<file path="src/hdl/mesh_vertex_dedup_indexer_defines.svh">
// Assertion macros used by the dedup indexer back end.
`ifndef MESH_VERTEX_DEDUP_INDEXER_DEFINES_SVH
`define MESH_VERTEX_DEDUP_INDEXER_DEFINES_SVH

// Same-cycle implication, checked at every clock edge outside reset.
`define MVDI_ASSERT_NOW(label, ante, cons) \
	label: assert property (@(posedge clk) disable iff (!arst_n) (ante) |-> (cons)) \
		else $error("dedup indexer check failed");

// Next-cycle implication.
`define MVDI_ASSERT_NEXT(label, ante, cons) \
	label: assert property (@(posedge clk) disable iff (!arst_n) (ante) |=> (cons)) \
		else $error("dedup indexer check failed");

`endif

</file>
<file path="src/hdl/mvdi_pkg.sv">
// Shared types and constants of the mesh vertex dedup indexer.
package mvdi_pkg;

	localparam int ATTR_DEPTH_DEF  = 4096;
	localparam int TABLE_DEPTH_DEF = 4096;
	localparam int VI_W   = 12;
	localparam int COMP_W = 32;

	typedef enum logic [2:0] {
		KIND_POS    = 3'd0,
		KIND_NORM   = 3'd1,
		KIND_TEX    = 3'd2,
		KIND_CORNER = 3'd3,
		KIND_GROUP  = 3'd4
	} kind_t;

	typedef enum logic [1:0] {
		ST_OK   = 2'd0,
		ST_FULL = 2'd1,
		ST_BAD  = 2'd2
	} status_t;

	typedef enum logic [1:0] {
		JOB_GROUP = 2'd0,
		JOB_ERR   = 2'd1,
		JOB_VERT  = 2'd2
	} job_kind_t;

	typedef struct packed {
		logic [COMP_W-1:0] pos_x;
		logic [COMP_W-1:0] pos_y;
		logic [COMP_W-1:0] pos_z;
		logic [COMP_W-1:0] norm_x;
		logic [COMP_W-1:0] norm_y;
		logic [COMP_W-1:0] norm_z;
		logic [COMP_W-1:0] tex_u;
		logic [COMP_W-1:0] tex_v;
	} vertex_t;

	typedef struct packed {
		job_kind_t kind;
		logic [1:0] corner;
		vertex_t    vtx;
	} job_t;

endpackage

</file>
<file path="src/hdl/mvdi_fifo.sv">
// Two-entry job queue between front and back ends.
module mvdi_fifo (
	input  logic            clk,
	input  logic            arst_n,
	input  logic            push_valid,
	output logic            push_ready,
	input  mvdi_pkg::job_t  push_data,
	output logic            pop_valid,
	input  logic            pop_ready,
	output mvdi_pkg::job_t  pop_data
);
	mvdi_pkg::job_t mem_q [2];
	logic wr_ptr_q, rd_ptr_q;
	logic [1:0] cnt_q;
	logic do_push, do_pop;

	assign push_ready = (cnt_q != 2'd2);
	assign pop_valid  = (cnt_q != 2'd0);
	assign do_push = push_valid && push_ready;
	assign do_pop  = pop_valid && pop_ready;
	assign pop_data = mem_q[rd_ptr_q];

	// Store pushed jobs
	always_ff @(posedge clk) begin
		if (do_push) mem_q[wr_ptr_q] <= push_data;
	end

	// Advance pointers and fill count
	always_ff @(posedge clk or negedge arst_n) begin
		if (!arst_n) begin
			wr_ptr_q <= 1'b0;
			rd_ptr_q <= 1'b0;
			cnt_q    <= 2'd0;
		end else begin
			if (do_push) wr_ptr_q <= ~wr_ptr_q;
			if (do_pop) rd_ptr_q <= ~rd_ptr_q;
			if (do_push && !do_pop) cnt_q <= cnt_q + 2'd1;
			else if (do_pop && !do_push) cnt_q <= cnt_q - 2'd1;
		end
	end
endmodule

</file>
<file path="config.mk">
export PLATFORM = sky130hd
export DESIGN_NAME = mvdi_fifo
export DESIGN_NICKNAME = d
export VERILOG_FILES = /design/src/hdl/mesh_vertex_dedup_indexer_defines.svh /design/src/hdl/mvdi_pkg.sv /design/src/hdl/mvdi_fifo.sv
export SDC_FILE = /design/constraint.sdc
export NUM_CORES = 1
export LEC_CHECK = 0
export ABC_AREA = 1
export BUFFER_PORTS_ARGS = -buffer_cell sky130_fd_sc_hd__buf_2
export CAP_MARGIN = 20
export CORE_MARGIN = 3
export CORE_UTILIZATION = 40
export CTS_CLUSTER_DIAMETER = 200
export CTS_CLUSTER_SIZE = 14
export DETAILED_ROUTE_END_ITERATION = 8
export GPL_TIMING_DRIVEN = 0
export MAX_ROUTING_LAYER = met4
export PLACE_DENSITY = 0.75
export SLEW_MARGIN = 25
export SYNTH_ARGS = -nofsm -noshare
export SYNTH_HDL_FRONTEND = slang
export SYNTH_SLANG_ARGS = --single-unit
</file>
<file path="constraint.sdc">
create_clock -name clk -period 11.5 [get_ports clk]
set_input_delay 2.875 -clock clk [delete_from_list [all_inputs] [get_ports clk]]
set_output_delay 2.875 -clock clk [all_outputs]
set_load 0.01 [all_outputs]
</file>
; ---- Word level (Yosys, flattened, before mapping)
; Memory sizes are Yosys's and may differ from the RTL's.
; Cells that the tools add are included.
; W data, S select, Z words.
[classes]
n_addsub = 2
n_eq_ne = 1
mux = 4
n_bitwise = 2
n_reduce_logical = 8
[op_table]
columns = operator, n
row1 = $logic_and A1 B1 Y1, 4
row2 = $mux W2, 2
row3 = $reduce_bool A2 Y1, 2
row4 = $add A2 B1 Y2 const B, 1
row5 = $logic_not A1 Y1, 2
row6 = $mux W1, 2
row7 = $ne A2 B2 Y1 const B, 1
row8 = $not A1 Y1, 2
row9 = $sub A2 B1 Y2 const B, 1
[word_totals]
ff_bits = 4
ramBits = 520
inputBits = 264
output_inout_bits = 262
memories = 1
[mem_list]
columns = memory, depth, word_bits, rd, rd_clocked_by_memory_dff, write_ports, line_no
row1 = mem_q, 2, 260, 1, 0, 1, mvdi_fifo.sv:12  ; mvdi_pkg::job_t mem_q [2];

; ---- Depth between registers and ports, before layout
[logic_depth]
word_depth = 6
mapped_depth = 10
mapped_depth_nobuf = 10

; ---- Least setup slack after synthesis
; Ideal clock, no wire load.
[synth_path]
kind = input port to flip-flop
start = in push_valid
end = mem mem_q[0][0] (netlist name) (enable)
t_arrival_ps = 13753
t_required_ps = 10614
setup_slack_ps = -3139
stages = 2
path_buffers = 0
cell_sequence = nand2_1 -> nor2_1
[synth_between]
elab_chain_cells = 3
[synth_rtl]
columns = item, line_no
row1 = start: declaration, mvdi_fifo.sv:5  ; input logic push_valid,
row2 = $logic_and A1 B1 Y1, mvdi_fifo.sv:19  ; assign do_push = push_valid && push_ready;
row3 = $mux W1, mvdi_fifo.sv:25  ; if (do_push) mem_q[wr_ptr_q] <= push_data;
row4 = $mux W1 (implied by the code), mvdi_fifo.sv:25
row5 = end: declaration, mvdi_fifo.sv:12
; Every way passes these cells.

==> impl_metrics.json <==
{
  "cts-resized-gates": 0,
  "wire_per_inst_microns": 18.6,
  "seq_area_frac_synth_pct": 82.1,
  "core_region_area_sq_mm": 0.0470,
  "postSynthAreaPerCell_sq_um": 13.8,
  "power_density_mw_per_mm2": 259,
  "outcome": "finished, final reports clean",
  "critical_path_class": "reg -> out",
  "cts-root-buf": "clkbuf_16",
  "rsz0062_at_grt": "false",
  "async_flop_share_pct": 0.763,
  "finalCritPeriodShare_pct": 43.9,
  "synth_edf_count": 520,
  "placementRows": 79,
  "synth_area_sq_mm": 0.0191,
  "routed_via_density": 4.77,
  "netlist_instances": 1386,
  "setup_tns_ns": 0,
  "drive_above_1_share_pct": 32.7,
  "yosysTopAreaCell": "edfxtp_1",
  "place.gp.congestion": 0.821,
  "cts_made_buffers": 43,
  "die_w_microns": 225,
  "syn2layout_area_growth_pct": 27.2,
  "yosys-top-cells-count": "790 x nand2_1, 520 x edfxtp_1, 27 x buf_2",
  "crit_fanout": 10,
  "grt_pass1_vias": 12700,
  "cts.reportedPaths.clkPinSlew_ns": 0.07,
  "maxCapViolations": 0,
  "crit_required_ns": 8.63,
  "synthDistinctLibCells": 15,
  "finalHoldViolCount": 0,
  "via_count": 12500,
  "clock_latency_ns": 0.55,
  "cts_max_path_buffers": 3,
  "finish.utilization_pct": 51.9,
  "dieHeight_microns": 225,
  "endpoint_kind": "output pin",
  "syn_nets": 1651,
  "min_path_type": "reg -> reg",
  "slew_viol_final": 0,
  "yosys_warnings": 0,
  "nNetsFinal": 2246,
  "initial_utilization_pct": 40.8,
  "die_area_sq_mm": 0.0505,
  "hold_buffers": 0,
  "portBuffers": 525,
  "dpl.hpwl_mm": 36.1,
  "htreeDepth": 2,
  "routed_wl_mm": 48.5,
  "io_pins": 526,
  "setup_viol": 0,
  "crit_arrival_ns": 2.17,
  "antenna_found_initial": 16,
  "drc": 0,
  "cts_tree": "done",
  "fin_crit_ns": 5.04,
  "finalClockSkew_ns": 0.0138,
  "grt_start_max_net_pins": 26,
  "fmax_mhz": 198,
  "worst_pin_slew_ns": 0.728,
  "synth_top_area_share_pct": 81.6,
  "cts.sinks": 524,
  "startpoint_type": "register",
  "ys_seq_elements": 524,
  "gr-usage-all-layers_pct": 19.1,
  "postCtsSetupBuffers": 0,
  "antenna_left": 0,
  "overflow": 0,
  "drt_first_pass_iters": 4,
  "ir_worst_vdd_v": 0.000185,
  "synth_flop_cell": "edfxtp_1",
  "yosys-top-cells-area": "edfxtp_1 82%, nand2_1 15%, buf_2 0.71%",
  "grt_pass1_wl_mm": 71.6,
  "p_leak_nw": 10.5,
  "synth_most_common_cell": "nand2_1",
  "first_iter_violations": 662,
  "relSlewSlack_pct": 51.4
}
## layout by cell type, fill, tap and decap left out
cell type / count
nand4_1: 1
ha_1: 1
dfrtp_1: 4
nor2_4: 2
nand2_1: 790
buf_16: 15
diode_2: 15
inv_4: 1
nand3_1: 2
buf_8: 1
inv_1: 6
inv_6: 1
clkbuf_16: 45
buf_4: 12
buf_12: 9
buf_6: 12
xor2_1: 1
clkbuf_1: 14
edfxtp_1: 520
buf_2: 552
xnor2_1: 1
## layout make-up
cell class              instances  area, sq um
fillers                      3864        22600
flip-flops and latches        524        15700
repair buffers                550         3240
multi-input cells             798         3030
clock buffers                  53         1160
well taps                     607          759
plain buffers                  57          383
diodes                         15         37.5
inverters                       7         28.8
clock inverters                 1         8.76
## cell families after synthesis
kind of cell,Yosys count,share of synthesized area [%]
adders and majority gates,1,0.0653
xor gates and xnor gates,2,0.0915
buffers and inverters,64,2.15
DFF,524,82.1
and+or+nand+nor,795,15.6
## stage by stage
| step | hold slack (ns) | worst slack (ns) | std cells | power, mW | cell area [sq um] |
|---|---|---|---|---|---|
| floorplan | 0.462 | -3.14 | 1386 | 4.10 | 19100 |
| global placement | 0.481 | -9.07 | 2518 | 5.18 | 22500 |
| detailed placement | 0.505 | 6.61 | 2543 | 5.07 | 23200 |
| CTS | 0.518 | 6.26 | 2597 | 6.38 | 24300 |
| global route | 0.548 | 6.22 | 2612 | 6.67 | 24400 |
| finish | 0.529 | 6.46 | 2612 | 6.31 | 24400 |
## power by group
part / total [mW] / internal [mW] / switching, mW
Sequential: 2.69 / 2.60 / 0.0944
Clock: 1.31 / 0.699 / 0.613
Combinational: 2.30 / 0.801 / 1.50
## flip-flops by register name, indices dropped and copies added, names as in the netlist
register	count
mem_q	520
cnt_q	2
rd_ptr_q	1
wr_ptr_q	1
## per-layer routing
metal	up-vias	share of wire [%]	global-route usage [%]	wire length, microns
met5	-	0	-	0
met4	0	3.5	7.34	1670
met3	108	9.8	6.29	4730
li1	5894	-	-	-
met1	5956	36	21.2	17600
met2	508	51	32.2	24500
## critical path, cell delays in order (launching register included)
cell     delay (ns)
dfrtp_1        0.33
buf_4          0.20
buf_4          0.25
buf_2          0.36
nand2_1        0.09
nand2_1        0.20
buf_2          0.18
## path summary, 6_finish.rpt
kind | slack, ns | end | depth (start not counted) | start
worst max register to register | 9.00 | mem_q[1][53]$_DFFE_PP_ | 8 | cnt_q[0]$_DFFE_PN0P_
worst min-delay path | 0.53 | cnt_q[0]$_DFFE_PN0P_ | 1 | cnt_q[0]$_DFFE_PN0P_
max in group asynchronous | 9.26 | wr_ptr_q$_DFFE_PN0P_ | 1 | arst_n
min in group asynchronous | 2.12 | rd_ptr_q$_DFFE_PN0P_ | 1 | arst_n
worst max-delay path | 6.46 | pop_data[227] | 6 | rd_ptr_q$_DFFE_PN0P_
worst min register to register | 0.53 | cnt_q[0]$_DFFE_PN0P_ | 1 | cnt_q[0]$_DFFE_PN0P_
(Power assumes the default switching activity.)
